<file path="config.mk">
export PLATFORM = sky130hd
export DESIGN_NAME = vrvc_front
export DESIGN_NICKNAME = d
export VERILOG_FILES = /design/src/hw/rtl/vrvc_pkg.sv /design/src/hw/rtl/vrvc_front.sv
export SDC_FILE = /design/constraint.sdc
export NUM_CORES = 2
export LEC_CHECK = 0
export ABC_CLOCK_PERIOD_IN_PS = 14280
export BUFFER_PORTS_ARGS = -buffer_cell sky130_fd_sc_hd__buf_2
export CORE_UTILIZATION = 60
export DETAILED_ROUTE_END_ITERATION = 6
export HOLD_SLACK_MARGIN = 0.15
export PLACE_DENSITY = 0.81
export REMOVE_ABC_BUFFERS = 1
export SYNTH_ARGS = -nofsm -noshare
export SYNTH_HDL_FRONTEND = slang
export SYNTH_SLANG_ARGS = --single-unit
</file>
<file path="constraint.sdc">
create_clock -name clk -period 14.28 [get_ports clk]
set_clock_uncertainty 0.05 [all_clocks]
set_input_delay 0.714 -clock clk [delete_from_list [all_inputs] [get_ports clk]]
set_output_delay 0.714 -clock clk [all_outputs]
set_load 0.1 [all_outputs]
</file>
<file path="src/hw/rtl/vrvc_pkg.sv">
// Shared types, codes and defaults for the voxel ray visit counter.
`timescale 1ns / 1ps
package vrvc_pkg;

    localparam int GRID_SIDE_DEF   = 32;
    localparam int COUNT_WIDTH_DEF = 16;
    localparam int IDX_MAX_W       = 8;
    localparam int CFG_INDEX_W     = 3;

    localparam logic [1:0] CMD_CLEAR = 2'd0;
    localparam logic [1:0] CMD_TRACE = 2'd1;
    localparam logic [1:0] CMD_READ  = 2'd2;

    localparam logic [CFG_INDEX_W-1:0] REG_CAMERA_X           = 3'd0;
    localparam logic [CFG_INDEX_W-1:0] REG_CAMERA_Y           = 3'd1;
    localparam logic [CFG_INDEX_W-1:0] REG_CAMERA_Z           = 3'd2;
    localparam logic [CFG_INDEX_W-1:0] REG_INVERSE_RESOLUTION = 3'd3;
    localparam logic [CFG_INDEX_W-1:0] REG_FREE_THRESHOLD     = 3'd4;
    localparam logic [CFG_INDEX_W-1:0] REG_OCCUPIED_THRESHOLD = 3'd5;

    localparam logic [31:0] INV_RES_RESET  = 32'd655360;
    localparam logic [15:0] OCC_THR_RESET  = 16'hFFFF;

    localparam logic [1:0] JOB_CLEAR  = 2'd0;
    localparam logic [1:0] JOB_TRACE  = 2'd1;
    localparam logic [1:0] JOB_READ   = 2'd2;
    localparam logic [1:0] JOB_REPORT = 2'd3;

    localparam logic [7:0] COST_FREE    = 8'd255;
    localparam logic [7:0] COST_BLOCKED = 8'd0;

    typedef struct packed {
        logic [1:0]         command;
        logic signed [31:0] point_x;
        logic signed [31:0] point_y;
        logic signed [31:0] point_z;
        logic [4:0]         cell_x;
        logic [4:0]         cell_y;
        logic [4:0]         cell_z;
    } in_word_t;

    typedef struct packed {
        logic       status;
        logic [7:0] cost;
    } out_word_t;

    typedef struct packed {
        logic [1:0]           kind;
        logic                 status;
        logic [IDX_MAX_W-1:0] x;
        logic [IDX_MAX_W-1:0] y;
        logic [IDX_MAX_W-1:0] z;
    } job_t;

    typedef struct packed {
        logic signed [31:0] camera_x;
        logic signed [31:0] camera_y;
        logic signed [31:0] camera_z;
        logic [31:0]        inverse_resolution;
        logic [15:0]        free_threshold;
        logic [15:0]        occupied_threshold;
    } cfg_t;

endpackage

</file>
<file path="src/hw/rtl/vrvc_front.sv">
// Front end: accepts command words, maps trace points to voxels, emits jobs.
`timescale 1ns / 1ps
module vrvc_front
    import vrvc_pkg::*;
#(
    parameter int GRID_SIDE = GRID_SIDE_DEF
)
(
    input  logic     clk,
    input  logic     rst_n,
    input  logic     in_valid,
    output logic     in_ready,
    input  in_word_t in_word,
    input  cfg_t     cfg,
    input  logic     hold,
    output logic     push_valid,
    input  logic     push_ready,
    output job_t     push_job
);

    localparam logic [64:0] LIMIT  = 65'(GRID_SIDE) << 32;
    localparam logic [64:0] HALF   = 65'(GRID_SIDE) << 31;
    localparam logic [64:0] ONE    = 65'(1) << 32;
    localparam logic [32:0] SIDE33 = 33'(GRID_SIDE);

    localparam logic [2:0] F_IDLE = 3'd0;
    localparam logic [2:0] F_DIFF = 3'd1;
    localparam logic [2:0] F_LO   = 3'd2;
    localparam logic [2:0] F_HI   = 3'd3;
    localparam logic [2:0] F_EVAL = 3'd4;
    localparam logic [2:0] F_PUSH = 3'd5;

    logic [2:0]  state_reg, state_next;
    logic [1:0]  axis_reg, axis_next;
    in_word_t    item_reg, item_next;
    job_t        job_reg, job_next;
    logic [32:0] mag_reg, mag_next;
    logic        neg_reg, neg_next;
    logic [64:0] acc_reg, acc_next;

    logic [31:0] p_sel, c_sel;
    logic [32:0] diff;
    logic [15:0] inv_half;
    logic [48:0] part;
    logic [64:0] sum_pos, diff_neg, over_neg;
    logic [32:0] idx;
    logic        miss;

    assign in_ready   = (state_reg == F_IDLE) && !hold;
    assign push_valid = (state_reg == F_PUSH);
    assign push_job   = job_reg;

    always_comb
    begin
        case (axis_reg)
            2'd0:
            begin
                p_sel = item_reg.point_x;
                c_sel = cfg.camera_x;
            end
            2'd1:
            begin
                p_sel = item_reg.point_y;
                c_sel = cfg.camera_y;
            end
            default:
            begin
                p_sel = item_reg.point_z;
                c_sel = cfg.camera_z;
            end
        endcase
    end

    assign diff     = {p_sel[31], p_sel} - {c_sel[31], c_sel};
    assign inv_half = (state_reg == F_HI) ? cfg.inverse_resolution[31:16]
                                          : cfg.inverse_resolution[15:0];
    assign part     = mag_reg * inv_half;
    assign sum_pos  = acc_reg + HALF;
    assign diff_neg = HALF - acc_reg;
    assign over_neg = acc_reg - HALF;

    always_comb
    begin
        if (!neg_reg)
        begin
            idx  = sum_pos[64:32];
            miss = (acc_reg >= LIMIT) || (sum_pos[64:32] >= SIDE33);
        end
        else if (acc_reg <= HALF)
        begin
            idx  = diff_neg[64:32];
            miss = 1'b0;
        end
        else
        begin
            idx  = '0;
            miss = (over_neg >= ONE);
        end
    end

    always_comb
    begin
        state_next = state_reg;
        axis_next  = axis_reg;
        item_next  = item_reg;
        job_next   = job_reg;
        mag_next   = mag_reg;
        neg_next   = neg_reg;
        acc_next   = acc_reg;
        case (state_reg)
            F_IDLE:
            begin
                if (in_valid && !hold)
                begin
                    item_next       = in_word;
                    axis_next       = 2'd0;
                    job_next.status = 1'b0;
                    job_next.x      = IDX_MAX_W'(in_word.cell_x);
                    job_next.y      = IDX_MAX_W'(in_word.cell_y);
                    job_next.z      = IDX_MAX_W'(in_word.cell_z);
                    state_next      = F_PUSH;
                    case (in_word.command)
                        CMD_CLEAR:
                            job_next.kind = JOB_CLEAR;
                        CMD_TRACE:
                        begin
                            job_next.kind = JOB_TRACE;
                            state_next    = F_DIFF;
                        end
                        CMD_READ:
                        begin
                            if (32'(in_word.cell_x) < 32'(GRID_SIDE)
                                && 32'(in_word.cell_y) < 32'(GRID_SIDE)
                                && 32'(in_word.cell_z) < 32'(GRID_SIDE))
                                job_next.kind = JOB_READ;
                            else
                                job_next.kind = JOB_REPORT;
                        end
                        default:
                            job_next.kind = JOB_REPORT;
                    endcase
                end
            end
            F_DIFF:
            begin
                neg_next   = diff[32];
                mag_next   = diff[32] ? (~diff + 33'd1) : diff;
                state_next = F_LO;
            end
            F_LO:
            begin
                acc_next   = 65'(part);
                state_next = F_HI;
            end
            F_HI:
            begin
                acc_next   = acc_reg + (65'(part) << 16);
                state_next = F_EVAL;
            end
            F_EVAL:
            begin
                if (miss)
                begin
                    job_next.kind   = JOB_REPORT;
                    job_next.status = 1'b1;
                    state_next      = F_PUSH;
                end
                else
                begin
                    case (axis_reg)
                        2'd0:    job_next.x = IDX_MAX_W'(idx);
                        2'd1:    job_next.y = IDX_MAX_W'(idx);
                        default: job_next.z = IDX_MAX_W'(idx);
                    endcase
                    if (axis_reg == 2'd2)
                        state_next = F_PUSH;
                    else
                    begin
                        axis_next  = axis_reg + 2'd1;
                        state_next = F_DIFF;
                    end
                end
            end
            F_PUSH:
            begin
                if (push_ready)
                    state_next = F_IDLE;
            end
            default:
                state_next = F_IDLE;
        endcase
    end

    always_ff @(posedge clk or negedge rst_n)
    begin
        if (!rst_n)
            state_reg <= F_IDLE;
        else
            state_reg <= state_next;
    end

    always_ff @(posedge clk)
    begin
        axis_reg <= axis_next;
        item_reg <= item_next;
        job_reg  <= job_next;
        mag_reg  <= mag_next;
        neg_reg  <= neg_next;
        acc_reg  <= acc_next;
    end

endmodule

</file>
Word level (Yosys, flattened, before mapping)
Cells that the tools add are included.
Storage, ports and cells
  flip-flop bits (word level): 227
  latch bits: 0
  bits in writable memories: 0
  memory bits (read-only): 0
  memories: 0
Operators by class
  $add $sub $neg: 7
  $mul: 1
  div/mod/pow operators: 0
  magnitude comparators: 4
  equality and inequality tests: 17
  shift-type cells: 0
  muxes and demuxes: 27
  bitwise logic cells: 1
  reduce and logical (&&, ||, !) cells: 17
Operator list (number)
  $pmux 65 s2: 1
  $pmux 32 s2: 2
  $add 65x37->65 const B: 1
  $add 65x65->65: 1
  $ge 65x33->1 const B: 1
  $ge 65x38->1 const B: 1
  $le 65x37->1 const B: 1
  $sub 65x37->65 const B: 1
  $pmux 27 s2: 1
  $mul 33x16->49: 1
  $mux 8: 5
  $sub 37x40->40 const A: 1
  $add 33x1->33 const B: 1
  $ge 33x6->1 const B: 1
  $not 33->33: 1
  $sub 32x32->33: 1
  $mux 32: 1
  $mux 27: 1
  $mux 24: 1
  $mux 3: 6
  $pmux 3 s6: 1
  $mux 16: 1
  $reduce_and 4->1: 4
  $ne 2x1->1 const B: 4
  20 further kinds: 34

Logic depth before layout (Yosys ltp)
  word-level depth: 6
  gate-level depth with buffers: 44

Worst setup path after synthesis
OpenSTA, ideal clock, no wires.
  path type: register to register
  from: register state_reg[2]
  to: register acc_reg[63] (data pin)
  data arrival time: 10547 ps
  required time: 13974 ps
  path slack: 3427 ps
  stages on the path, launching flop included: 40
  path through: dfrtp_1 -> inv_1 -> nand2_1 -> inv_1 -> and2_0 -> clkbuf_1 -> buf_1 -> nand2_1 -> nand2_1 -> clkbuf_1 -> nand2_1 -> fa_1 -> inv_1 -> fa_1 -> fa_1 -> fa_1 -> fa_1 -> inv_1 -> (+4 left out) -> a21o_1 -> a21o_1 -> a211o_1 -> a311o_1 -> o211ai_1 -> o311ai_0 -> xor2_1 -> ha_1 -> and3_1 -> nand2_1 -> o21bai_1 -> a21oi_1 -> o21ai_0 -> or4b_2 -> o22ai_1 -> o21a_1 -> o21ai_0 -> a31o_2
On the way
  longest elaborated chain between the ends: 5
  elaborated cells on any way between the ends: 6
Ends and longest elaborated chain
  from (decl): line vrvc_front.sv:33  | logic [2:0] state_reg, state_next;
  from (signal assigned): line vrvc_front.sv:199  | state_reg <= state_next;
  $eq 3x2->1: line vrvc_front.sv:75, vrvc_front.sv:110
  $mux 16: line vrvc_front.sv:75  | assign inv_half = (state_reg == F_HI) ? cfg.inverse_resolution[31:16]
  $mul 33x16->49: line vrvc_front.sv:77  | assign part = mag_reg * inv_half;
  $add 65x65->65: line vrvc_front.sv:157  | acc_next = acc_reg + (65'(part) << 16);
  $pmux 65 s2 (*): line vrvc_front.sv:110  | case (state_reg)
  to (signal assigned): line vrvc_front.sv:209  | acc_reg <= acc_next;
  to (decl): line vrvc_front.sv:39  | logic [64:0] acc_reg, acc_next;
Mark *: on every way between the ends. The rest lies on a longest branch, timed or not.
A chain may end at the register's enable or synchronous reset.

Worst setup path after layout
Same ends and word-level chain as after synthesis.

==> results.toml <==
[sta]
hold_violations = 0
setup_violations = 0
setup_tns_ps = 0
fin_crit_ps = 12140
relSlewSlack_pct = 21.84
slew_viol_final = 0
layout_setup_ws_ps = 2144
clock.fmax_mhz = 82.40
final.period_utilization_pct = 84.99
worstMarginPinSlew_ps = 1170
rsz0062_at_grt = "no"

[critical_path]
cp_data_required_time_ps = 14550
cp-start-kind = "register"
cp_slowest_cell = "nor4b_1"
end_kind = "register"
worstPathArrival_ps = 12400
cpPeakStageDelay_ps = 700
crit_top_cell = "fa_1"
critPathMaxFanout = 50
criticalPathCategory = "reg2reg"

[placement]
port_buffers = 274
post_dp_cell_area_sq_um = 32990
dp_hpwl_um = 60800
post-place-cells = 4247
post-place-ws_ps = 2356
globalplace.congestion = 0.9415

[floorplan]
dieArea_sq_um = 52690
die_w_um = 229.5
core_area_sq_um = 51200
die_h_um = 229.5
placement_rows = 83
pin_count = 307
floorplan.initialDensity_pct = 60.67

[global_routing]
grt_max_degree = 82
grt_pass1_wl_um = 130500
grt.overflow.total = 0
first_global_vias = 25820
antenna_found_initial = 2
track_usage_pct = 31.21

[clocking]
post_cts_buffers = 0
insertion_delay_ps = 560
clock_sinks = 227
numCtsBuffers = 25
cts_max_level = 1
clk_pin_slew_ps = 60
clockBufferDepth = 3
cts_tree = "yes"
clock-root-buffer = "clkbuf_16"

[yosys]
yosys.area.top_type = "fa_1"
synth_area_sq_um = 31060
yosysMostFrequentCell = "nand2_1"
ys_warn_count = 0
synth_cell_types = 87
yosysSeqAreaShare_pct = 21.90
synthCells = 3404
synthTopCellsByCount = "612 x nand2_1, 542 x inv_1, 434 x fa_1"
synth_top_cell_area_share_pct = 27.97
synth_area_leaders = "fa_1 28%, edfxtp_1 22%, ha_1 8.6%, nand2_1 7.4%, inv_1 6.5%"
synth-async-reset-ratio_pct = 1.322
ys_ff_latch = 227
synth-edff-count = 224
avgSynthCellArea_sq_um = 9.126
synth_ff_type = "edfxtp_1"

[routing]
firstDrtPassIters = 5
drc_errors = 0
wl_per_cell_um = 18.67
ant_nets = 0
num_vias = 25000
drt-total-wl_um = 80200
drt-initial-drc-count = 1823
vias_per_cell = 5.821

[final_layout]
drive_gt1_share_pct = 10.85
areaGrowthSynthToFinish_pct = 8.857
largest_reg_flops = 96
layout.nets = 4521
stdcell_count = 4295
fin_area_sq_um = 33810

[run]
drv_cap = 0

[status]
status = "completed"

[min_path]
hp-class = "in2reg"
## final cells by class
| type | instances | area [sq um] |
|---|---|---|
| Tap cell | 680 | 850.8 |
| Sequential cell | 227 | 6802 |
| Clock inverter | 14 | 145.1 |
| Inverter | 542 | 2036 |
| Clock buffer | 32 | 671.9 |
| Fill cell | 4144 | 17380 |
| Antenna cell | 1 | 2.502 |
| Multi-Input combinational cell | 2497 | 21720 |
| Timing Repair Buffer | 302 | 1584 |
## placed cells by master, fill, tap and decap left out, types with 15 or more instances in the layout
cell type / count
a21o_1: 57
a21oi_1: 174
a22o_1: 33
a22oi_1: 35
and2_1: 205
and3_1: 17
buf_2: 274
buf_4: 27
clkbuf_16: 25
edfxtp_1: 224
fa_1: 434
ha_1: 212
inv_1: 540
nand2_1: 605
nand2b_1: 17
nand3_1: 30
nand4_1: 27
nor2_1: 109
nor2b_1: 15
nor3_1: 31
nor4_1: 24
o211ai_1: 17
o21a_1: 20
o21ai_0: 103
xnor2_1: 92
xor2_1: 58
## through the flow
stage                     hold WS (ps)  utilization (%)
after global placement           461.6            64.43
after global routing             263.3            66.04
after CTS                        263.6            66.04
after detailed placement         462.4            64.43
after floorplan                  368.4                -
final                            277.4            66.05
## cell families (layout without fill, tap and decap cells)
kind of cell	after synthesis	count (layout)	share of synthesized area [%]
multiplexers	6	6	0.2175
AND/OR/NAND/NOR	1131	1131	16.97
buffers and inverters	680	890	8.293
adder cells (fa/ha/maj)	648	648	36.59
XOR/XNOR	151	151	4.302
flip-flops	227	227	21.90
AO/OA/AOI/OAI	561	561	11.73
other	0	1	0
## path summary, 6_finish.rpt
kind	cells after the start	startpoint	to	slack, ps
worst max-delay path	36	state_reg[2]	acc_reg[63]	2140
worst min-delay path	1	in_word[21]	item_reg[21]	280
worst max register to register	36	state_reg[2]	acc_reg[63]	2140
worst min register to register	1	state_reg[1]	state_reg[0]	540
max in group asynchronous	2	rst_n	state_reg[1]	13650
min in group asynchronous	2	rst_n	state_reg[0]	420
## worst max-delay path, delay by kind of cell (launching register included)
| kind | cells | cell delay, ps |
|---|---|---|
| buf+inv | 7 | 1040 |
| flops | 1 | 530 |
| fa+ha+maj | 8 | 3830 |
| compound gates | 10 | 2850 |
| simple gates | 10 | 3330 |
| xor+xnor | 1 | 220 |
## repair_timing
action	4_1_cts	5_1_grt
gates resized for setup	0	0
hold buffers	1	0
hold endpoints to repair	3	0
## per-layer routing
| layer | wire length (um) | share of wire, % | vias up | track usage (%) |
|---|---|---|---|---|
| li1 | - | - | 11460 | - |
| met1 | 31760 | 40 | 12190 | 41.02 |
| met2 | 38620 | 48 | 1132 | 52.28 |
| met3 | 6361 | 7.9 | 221 | 3.648 |
| met4 | 3446 | 4.3 | 2 | 13.40 |
| met5 | 10 | 0.012 | - | 0 |
Power is left out: the tool's default activity adds up to more than one toggle a clock period on the data nets, which glitch-free logic cannot reach.
