<file path="src/hw/rtl/vrvc_pkg.sv">
// Shared types, codes and defaults for the voxel ray visit counter.
`timescale 1ns / 1ps
package vrvc_pkg;

    localparam int GRID_SIDE_DEF   = 32;
    localparam int COUNT_WIDTH_DEF = 16;
    localparam int IDX_MAX_W       = 8;
    localparam int CFG_INDEX_W     = 3;

    localparam logic [1:0] CMD_CLEAR = 2'd0;
    localparam logic [1:0] CMD_TRACE = 2'd1;
    localparam logic [1:0] CMD_READ  = 2'd2;

    localparam logic [CFG_INDEX_W-1:0] REG_CAMERA_X           = 3'd0;
    localparam logic [CFG_INDEX_W-1:0] REG_CAMERA_Y           = 3'd1;
    localparam logic [CFG_INDEX_W-1:0] REG_CAMERA_Z           = 3'd2;
    localparam logic [CFG_INDEX_W-1:0] REG_INVERSE_RESOLUTION = 3'd3;
    localparam logic [CFG_INDEX_W-1:0] REG_FREE_THRESHOLD     = 3'd4;
    localparam logic [CFG_INDEX_W-1:0] REG_OCCUPIED_THRESHOLD = 3'd5;

    localparam logic [31:0] INV_RES_RESET  = 32'd655360;
    localparam logic [15:0] OCC_THR_RESET  = 16'hFFFF;

    localparam logic [1:0] JOB_CLEAR  = 2'd0;
    localparam logic [1:0] JOB_TRACE  = 2'd1;
    localparam logic [1:0] JOB_READ   = 2'd2;
    localparam logic [1:0] JOB_REPORT = 2'd3;

    localparam logic [7:0] COST_FREE    = 8'd255;
    localparam logic [7:0] COST_BLOCKED = 8'd0;

    typedef struct packed {
        logic [1:0]         command;
        logic signed [31:0] point_x;
        logic signed [31:0] point_y;
        logic signed [31:0] point_z;
        logic [4:0]         cell_x;
        logic [4:0]         cell_y;
        logic [4:0]         cell_z;
    } in_word_t;

    typedef struct packed {
        logic       status;
        logic [7:0] cost;
    } out_word_t;

    typedef struct packed {
        logic [1:0]           kind;
        logic                 status;
        logic [IDX_MAX_W-1:0] x;
        logic [IDX_MAX_W-1:0] y;
        logic [IDX_MAX_W-1:0] z;
    } job_t;

    typedef struct packed {
        logic signed [31:0] camera_x;
        logic signed [31:0] camera_y;
        logic signed [31:0] camera_z;
        logic [31:0]        inverse_resolution;
        logic [15:0]        free_threshold;
        logic [15:0]        occupied_threshold;
    } cfg_t;

endpackage

</file>
<file path="src/hw/rtl/vrvc_queue.sv">
// Two-entry job queue between the front end and the back end.
`timescale 1ns / 1ps
module vrvc_queue
    import vrvc_pkg::*;
(
    input  logic clk,
    input  logic rst_n,
    input  logic push_valid,
    output logic push_ready,
    input  job_t push_job,
    output logic pop_valid,
    input  logic pop_ready,
    output job_t pop_job
);

    job_t       slot_reg [2];
    logic       wr_reg, wr_next;
    logic       rd_reg, rd_next;
    logic [1:0] count_reg, count_next;
    logic       do_push, do_pop;

    assign push_ready = (count_reg != 2'd2);
    assign pop_valid  = (count_reg != 2'd0);
    assign pop_job    = slot_reg[rd_reg];
    assign do_push    = push_valid && push_ready;
    assign do_pop     = pop_valid && pop_ready;

    always_comb
    begin
        wr_next    = do_push ? ~wr_reg : wr_reg;
        rd_next    = do_pop ? ~rd_reg : rd_reg;
        count_next = count_reg + 2'(do_push) - 2'(do_pop);
    end

    always_ff @(posedge clk or negedge rst_n)
    begin
        if (!rst_n)
        begin
            wr_reg    <= 1'b0;
            rd_reg    <= 1'b0;
            count_reg <= 2'd0;
        end
        else
        begin
            wr_reg    <= wr_next;
            rd_reg    <= rd_next;
            count_reg <= count_next;
        end
    end

    always_ff @(posedge clk)
    begin
        if (do_push)
            slot_reg[wr_reg] <= push_job;
    end

endmodule

</file>
<file path="config.mk">
export PLATFORM = sky130hd
export DESIGN_NAME = vrvc_queue
export DESIGN_NICKNAME = d
export VERILOG_FILES = /design/src/hw/rtl/vrvc_pkg.sv /design/src/hw/rtl/vrvc_queue.sv
export SDC_FILE = /design/constraint.sdc
export NUM_CORES = 1
export LEC_CHECK = 0
export ABC_AREA = 1
export BUFFER_PORTS_ARGS = -buffer_cell sky130_fd_sc_hd__buf_2
export CAP_MARGIN = 40
export CORE_MARGIN = 2
export CORE_UTILIZATION = 51
export DETAILED_ROUTE_END_ITERATION = 10
export PLACE_DENSITY_LB_ADDON = 0.1
export SKIP_CTS_REPAIR_TIMING = 1
export SYNTH_ARGS = -nofsm -noshare
export SYNTH_HDL_FRONTEND = slang
export SYNTH_SLANG_ARGS = --single-unit
</file>
<file path="constraint.sdc">
create_clock -name clk -period 2.3 [get_ports clk]
set_input_delay 0.345 -clock clk [delete_from_list [all_inputs] [get_ports clk]]
set_output_delay 0.345 -clock clk [all_outputs]
set_load 0.01 [all_outputs]
</file>
# After elaboration in Yosys (flattened, before gate mapping)
# Memory sizes are Yosys's and may differ from the RTL's.
# Index checks and enable logic that the tools add are counted.
# word_totals
register_bits	4
mem_bits_rw	54
inputBits	31
output_inout_bits	29
word_cells	14
mem_count	1
# op_classes
n_addsub	2
n_eq_ne	1
mux	2
bitwise_logic	2
n_reduce_logical	3
# memory_table
memory	words	word_bits	rd	rd_clocked_by_memory_dff	wr	line	rtl
slot_reg	2	27	1	0	1	vrvc_queue.sv:16	job_t slot_reg [2];
# ops
op	count
2-bit by 1-bit adder with 2-bit output	1
1-bit logical AND	2
1-bit two-way mux	2
2-bit != test (second input constant)	1
1-bit NOT	2
2-bit nonzero test	1
2-bit by 1-bit subtractor with 2-bit output	1

# Depth between registers and ports, before layout
# Gate-level depths: netlist (run 1).
# depth
depth_word	4
mapped_depth	10
depth_no_buf	10

# Least setup slack after synthesis (run 1)
# OpenSTA, ideal clock, no wires.
# synth_path
kind	reg2reg
startpoint	register count_reg[1]
endpoint	memory slot_reg[1][0] in the netlist's numbering, enable pin
setup_ns	0.411
arrival_ns	1.775
required_ns	1.889
setup_slack_ns	0.114
stages_incl_launch_ff	4
synth_period_minus_slack_ns	2.186
path_cell_list	dfrtp_1 -> nand2_1 -> nand2_1 -> nor2_1
# synth_between
elab_chain_cells	4
# synth_rtl
element	line	rtl
start: declaration	vrvc_queue.sv:19	logic [1:0] count_reg, count_next;
start signal: assignment	vrvc_queue.sv:47	count_reg <= count_next;
2-bit != test	vrvc_queue.sv:22	assign push_ready = (count_reg != 2'd2);
named net push_ready	vrvc_queue.sv:9	output logic push_ready,
1-bit logical AND	vrvc_queue.sv:25	assign do_push = push_valid && push_ready;
1-bit two-way mux	vrvc_queue.sv:53	if (do_push)
1-bit two-way mux (implied by the code)	vrvc_queue.sv:54	slot_reg[wr_reg] <= push_job;
end: declaration	vrvc_queue.sv:16	
# The timed path passes the listed nets, and every way through them passes these cells.

==> impl_metrics.env, run 1 <==
export IMPL_status="finished, final reports clean"
export IMPL_clockBufferDepth=2
export IMPL_drive_above_1_share=0.3130
export IMPL_hpwl_um=2506
export IMPL_worst_slew_pin_slew_ns=0.5781
export IMPL_crit_fanout=28
export IMPL_layout_common_cells="nand2_1 (94), buf_2 (59), edfxtp_1 (54), clkbuf_8 (9), inv_1 (8)"
export IMPL_grt_busiest_layer="met2"
export IMPL_place_congestion=0.7270
export IMPL_die_height_um=69.81
export IMPL_seq_area_frac_synth=0.7796
export IMPL_grt_pass1_wl_um=6237
export IMPL_cp_required_ns=1.96
export IMPL_cts_made_buffers=9
export IMPL_p_seq_frac=0.450
export IMPL_grt_remaining_overflow=0
export IMPL_largest_register_ff_count=54
export IMPL_rsz0062_at_grt="false"
export IMPL_pwr_share_clk=0.212
export IMPL_hold_depth=1
export IMPL_pin_count=60
export IMPL_clkLatencyLatePin_ns=0.33
export IMPL_finalHoldViolCount=0
export IMPL_relSlewSlack=0.6141
export IMPL_rr_startpoint="count_reg[1]$_DFF_PN0_"
export IMPL_finalNetCount=275
export IMPL_p_int_mw=2.211
export IMPL_ys_types=9
export IMPL_hold_start="push_job[22]"
export IMPL_r2r_slack_ns=0.72
export IMPL_power_density_nw_per_um2=1236
export IMPL_synthCells=172
export IMPL_dr_pass1_iters=6
export IMPL_ir_drop_uv=746.7
export IMPL_skew_ns=0.006534
export IMPL_synth_area_per_cell_um2=12.84
export IMPL_setup_ws_ns=0.5668
export IMPL_period_needed_ns=1.733
export IMPL_fillerInstances=312
export IMPL_worstSetupStartpointType="register"
export IMPL_setup_viol=0
export IMPL_r2r_cells=4
export IMPL_drv_slew=0
export IMPL_initial_utilization=0.5404
export IMPL_preCtsSetupSlack_ns=0.7260
export IMPL_drv_cap=0
export IMPL_worstSetupEndpointType="primary output"
export IMPL_power_frac_comb=0.338
export IMPL_viasPerCell=4.797
export IMPL_clk_pin_slew_ns=0.06
export IMPL_grt_use_met3=0.05523
export IMPL_htree_levels=3
export IMPL_syn_cell_area_um2=2208
export IMPL_cts_tree="yes"
export IMPL_synth_seq_cells=58
export IMPL_switchingPower_mw=1.144
export IMPL_grt_use_met2=0.3026
export IMPL_vias=1420
export IMPL_first_iter_violations=91
export IMPL_r2r_end="slot_reg[0][20]$_DFFE_PP_"
export IMPL_ant_nets=0
export IMPL_mostFrequentLayoutCell="nand2_1"
export IMPL_fmax_mhz=577.0
export IMPL_drt_wl_total_um=3751
export IMPL_antennaDiodeCount=0
export IMPL_crit_arrival_ns=1.39
export IMPL_port_buffers=59
export IMPL_yosysWarningCount=0
export IMPL_crit_type="register to primary output"
export IMPL_cts_root_buffer="clkbuf_8"
export IMPL_dieArea_um2=4873
export IMPL_switching_share=0.3410
export IMPL_antenna_found_initial=0
export IMPL_track_usage=0.1723
export IMPL_fin_setup_tns_ns=0
export IMPL_die_w_um=69.81
export IMPL_grt_use_met1=0.1758
export IMPL_hold_class="input port to register"
export IMPL_leakage_nw=1.238
export IMPL_syn_nets=205
export IMPL_grt_max_degree=29
export IMPL_drcViolationCount=0
export IMPL_holdPathEnd="slot_reg[0][22]$_DFFE_PP_"
export IMPL_wl_per_cell_um=12.67
export IMPL_area_growth_pct=22.95
export IMPL_row_count=23
export IMPL_period_share=0.7536
export IMPL_cts_sinks=58
export IMPL_core_area_um2=4086
export IMPL_grt_pass1_vias=1491
cells by family after synthesis:
| kind of cell | share of synthesized area |
|---|---|
| DFF | 0.7796 |
| buffers and inverters | 0.04079 |
| and+or+nand+nor | 0.1683 |
| adders and majority gates | 0.01133 |
cell usage after synthesis, drive strengths merged:
library cell  count  area (um^2)
ha                2        25.02
nand3             3        15.01
nor2              1        3.750
buf               5        56.30
dfrtp             4        100.1
nand2            94        352.8
inv               9        33.78
edfxtp           54         1622
power groups by stage:
| stage | clock [mW] | sequential, mW | combinational, mW |
|---|---|---|---|
| 6_report | 0.712 | 1.51 | 1.13 |
| 5_1_grt | 0.793 | 1.53 | 1.28 |
| 4_1_cts | 0.728 | 1.51 | 1.16 |
| 3_5_place_dp | 0 | 1.53 | 1.15 |
| 3_3_place_gp | 0 | 1.52 | 1.11 |
| 2_1_floorplan | 0 | 1.52 | 0.753 |
cell type report:
class / instances / area [um^2] / area share
inverter: 9 / 33.78 / 0.01244
tap: 50 / 62.56 / 0.02304
clock buffer: 10 / 127.6 / 0.04700
multi-input combinational: 100 / 399.1 / 0.1470
timing repair buffer: 64 / 347.8 / 0.1281
sequential: 58 / 1722 / 0.6341
clock inverter: 5 / 22.52 / 0.008295
per-layer routing:
metal / wire length (um) / vias to the layer above
met5: 0 / -
li1: - / 710
met3: 229 / 13
met2: 2013 / 52
met1: 1405 / 645
met4: 102 / 0
worst max-delay path by stage:
stage / cells after the start / start / end / slack [ns]
detailed placement: 4 / count_reg[1]$_DFF_PN0_ / slot_reg[0][23]$_DFFE_PP_ / 0.73
global placement: 4 / count_reg[1]$_DFF_PN0_ / slot_reg[0][17]$_DFFE_PP_ / 0.79
global route: 4 / rd_reg$_DFFE_PN0P_ / pop_job[13] / 0.44
floorplan: 3 / count_reg[1]$_DFF_PN0_ / slot_reg[1][0]$_DFFE_PP_ / 0.11
finish: 4 / rd_reg$_DFFE_PN0P_ / pop_job[10] / 0.57
CTS: 4 / rd_reg$_DFFE_PN0P_ / pop_job[10] / 0.54
worst max-delay path, stage by stage, from the launching register on:
cell and delay [ns]:
dfrtp_1 0.38, inv_2 0.34, nand2_1 0.11, nand2_1 0.10
buf_2 0.13
stage by stage:
| step | power [mW] | instance area, um^2 | std cells | util | hold slack, ns |
|---|---|---|---|---|---|
| after floorplan | 2.277 | 2208 | 172 | - | 0.04941 |
| after global placement | 2.634 | 2555 | 280 | 0.6252 | 0.1533 |
| after detailed placement | 2.682 | 2555 | 280 | 0.6252 | 0.1606 |
| after CTS | 3.398 | 2705 | 295 | 0.6620 | -0.1867 |
| after global routing | 3.603 | 2715 | 296 | 0.6644 | 0.1822 |
| final | 3.356 | 2715 | 296 | 0.6644 | 0.2017 |
No activity file was read; power rests on OpenSTA's default activity.
==> run 2: changes to the inputs <==
==> constraint.sdc (replaced) <==
create_clock -name clk -period 1.75 [get_ports clk]
set_input_delay 0.2625 -clock clk [delete_from_list [all_inputs] [get_ports clk]]
set_output_delay 0.2625 -clock clk [all_outputs]
set_load 0.01 [all_outputs]
==> run 2 against run 1 <==
Global-route usage is 0.93 points higher. Clock-buffer cell count grew 1. Sequential share of layout area decreased by 0.52 points. Utilization increased by 0.55 points. Highest routed layer unchanged.
==> impl_metrics.env, run 2 (synthesis gave the netlist of run 1 again) <==
export IMPL_pin_count=60
export IMPL_place_inst=281
export IMPL_timing_hold_ws_ns=0.1246
export IMPL_path_cells="buf_4 > nand2_1 > nand2_1 > buf_2"
export IMPL_crit_arrival_ns=1.35
export IMPL_grt_pass1_vias=1483
export IMPL_critPathMostFrequentCell="nand2_1"
export IMPL_r2r_end="count_reg[1]$_DFF_PN0_"
export IMPL_drv_cap=0
export IMPL_r2r_slack_ns=0.29
export IMPL_drive_above_1_share=0.3158
export IMPL_wl_met2_um=2113
export IMPL_dpl_instance_area_um2=2550
export IMPL_drt_wl_total_um=3906
export IMPL_crit_start="rd_reg$_DFFE_PN0P_"
export IMPL_ant_nets=0
export IMPL_leakage_nw=1.250
export IMPL_fillerInstances=302
export IMPL_grt_max_degree=29
export IMPL_critPathMaxStageDelay_ns=0.38
export IMPL_cts_sinks=58
export IMPL_crit_fanout=28
export IMPL_drcViolationCount=0
export IMPL_drv_slew=0
export IMPL_setup_viol=0
export IMPL_dieArea_um2=4873
export IMPL_hpwl_um=2710
export IMPL_fin_setup_tns_ns=0
export IMPL_cts_made_buffers=9
export IMPL_pwr_share_clk=0.241
export IMPL_worst_slew_pin_slew_ns=0.2944
export IMPL_antennaDiodeCount=0
export IMPL_worstSetupEndpointType="primary output"
export IMPL_r2r_cells=10
export IMPL_crit_type="register to primary output"
export IMPL_initial_utilization=0.5404
export IMPL_grt_pass1_wl_um=6582
export IMPL_preCtsSetupSlack_ns=0.2994
export IMPL_cp_slowest_cell="dfrtp_1"
export IMPL_place_congestion=0.7170
export IMPL_vias=1442
export IMPL_layoutNonFillerInstCount=297
export IMPL_postLayoutCellArea_um2=2738
export IMPL_clk_pin_slew_ns=0.06
export IMPL_viasPerCell=4.855
export IMPL_track_usage=0.1816
export IMPL_cts_root_buffer="clkbuf_8"
export IMPL_first_iter_violations=106
export IMPL_die_height_um=69.81
export IMPL_routedLengthMet1_um=1482
export IMPL_p_seq_frac=0.435
export IMPL_setup_ws_ns=0.1411
export IMPL_power_density_nw_per_um2=1673
export IMPL_cp_endpoint="pop_job[0]"
export IMPL_row_count=23
export IMPL_layout_common_cells="nand2_1 (94), buf_2 (59), edfxtp_1 (54), clkbuf_8 (9), inv_1 (8)"
export IMPL_mostFrequentLayoutCell="nand2_1"
export IMPL_wl_met3_um=228
export IMPL_hold_class="input port to register"
export IMPL_status="finished, final reports clean"
export IMPL_dr_pass1_iters=4
export IMPL_worstSetupStartpointType="register"
export IMPL_core_area_um2=4086
export IMPL_clockBufferDepth=2
export IMPL_switching_share=0.3331
export IMPL_fmax_mhz=621.6
export IMPL_p_int_mw=3.055
export IMPL_period_share=0.9194
export IMPL_finalHoldViolCount=0
export IMPL_finalNetCount=276
export IMPL_port_buffers=59
export IMPL_relSlewSlack=0.8037
export IMPL_routed_top_layer="met4"
export IMPL_cts_tree="yes"
export IMPL_grt_remaining_overflow=0
export IMPL_rr_startpoint="count_reg[1]$_DFF_PN0_"
export IMPL_clkLatencyLatePin_ns=0.32
export IMPL_period_needed_ns=1.609
export IMPL_wl_per_cell_um=13.15
export IMPL_htree_levels=3
export IMPL_area_growth_pct=23.97
export IMPL_rsz0062_at_grt="false"
export IMPL_cp_required_ns=1.49
export IMPL_antenna_found_initial=0
export IMPL_power_frac_comb=0.323
export IMPL_skew_ns=0.006784
export IMPL_ir_drop_uv=1253
export IMPL_switchingPower_mw=1.526
export IMPL_die_w_um=69.81
export IMPL_largest_register_ff_count=54
run 2: power by group through the flow:
stage               sequential [mW]  combinational [mW]  clock [mW]
floorplan                      2.00               0.994           0
global placement               2.00                1.45           0
detailed placement             2.02                1.51           0
CTS                            1.99                1.51        1.13
global route                   2.02                1.68        1.21
finish                         1.99                1.48        1.11
run 2: layer usage:
layer / global-route usage / vias up
met1: 0.1964 / 676
met5: 0 / -
li1: - / 709
met3: 0.05959 / 10
met2: 0.3111 / 47
met4: 0.1026 / 0
run 2: cell type report:
| type | instances | area (um^2) | area share |
|---|---|---|---|
| timing repair buffer | 65 | 342.8 | 0.1252 |
| sequential | 58 | 1722 | 0.6289 |
| multi-input combinational | 100 | 399.1 | 0.1458 |
| inverter | 9 | 36.28 | 0.01325 |
| tap | 50 | 62.56 | 0.02285 |
| clock inverter | 4 | 43.79 | 0.01600 |
| clock buffer | 11 | 131.4 | 0.04799 |
run 2: worst max-delay path, delay by kind of cell (launching register included):
kind / cells / cell delay [ns]
simple gates: 2 / 0.20
flops: 1 / 0.38
buf+inv: 2 / 0.44
run 2: how the worst min path moves through the flow:
stage,startpoint,end,cells after the start
final,push_job[7],slot_reg[0][7]$_DFFE_PP_,1
after global routing,push_job[6],slot_reg[0][6]$_DFFE_PP_,1
after CTS,rst_n,count_reg[0]$_DFF_PN0_,1
after detailed placement,rst_n,count_reg[1]$_DFF_PN0_,1
after global placement,rst_n,count_reg[1]$_DFF_PN0_,1
after floorplan,rst_n,count_reg[0]$_DFF_PN0_,0
run 2: stage by stage:
| stage | power (mW) | util |
|---|---|---|
| final | 4.581 | 0.6699 |
| after global routing | 4.910 | 0.6699 |
| after CTS | 4.635 | 0.6669 |
| after detailed placement | 3.529 | 0.6240 |
| after global placement | 3.451 | 0.6240 |
| after floorplan | 2.994 | - |
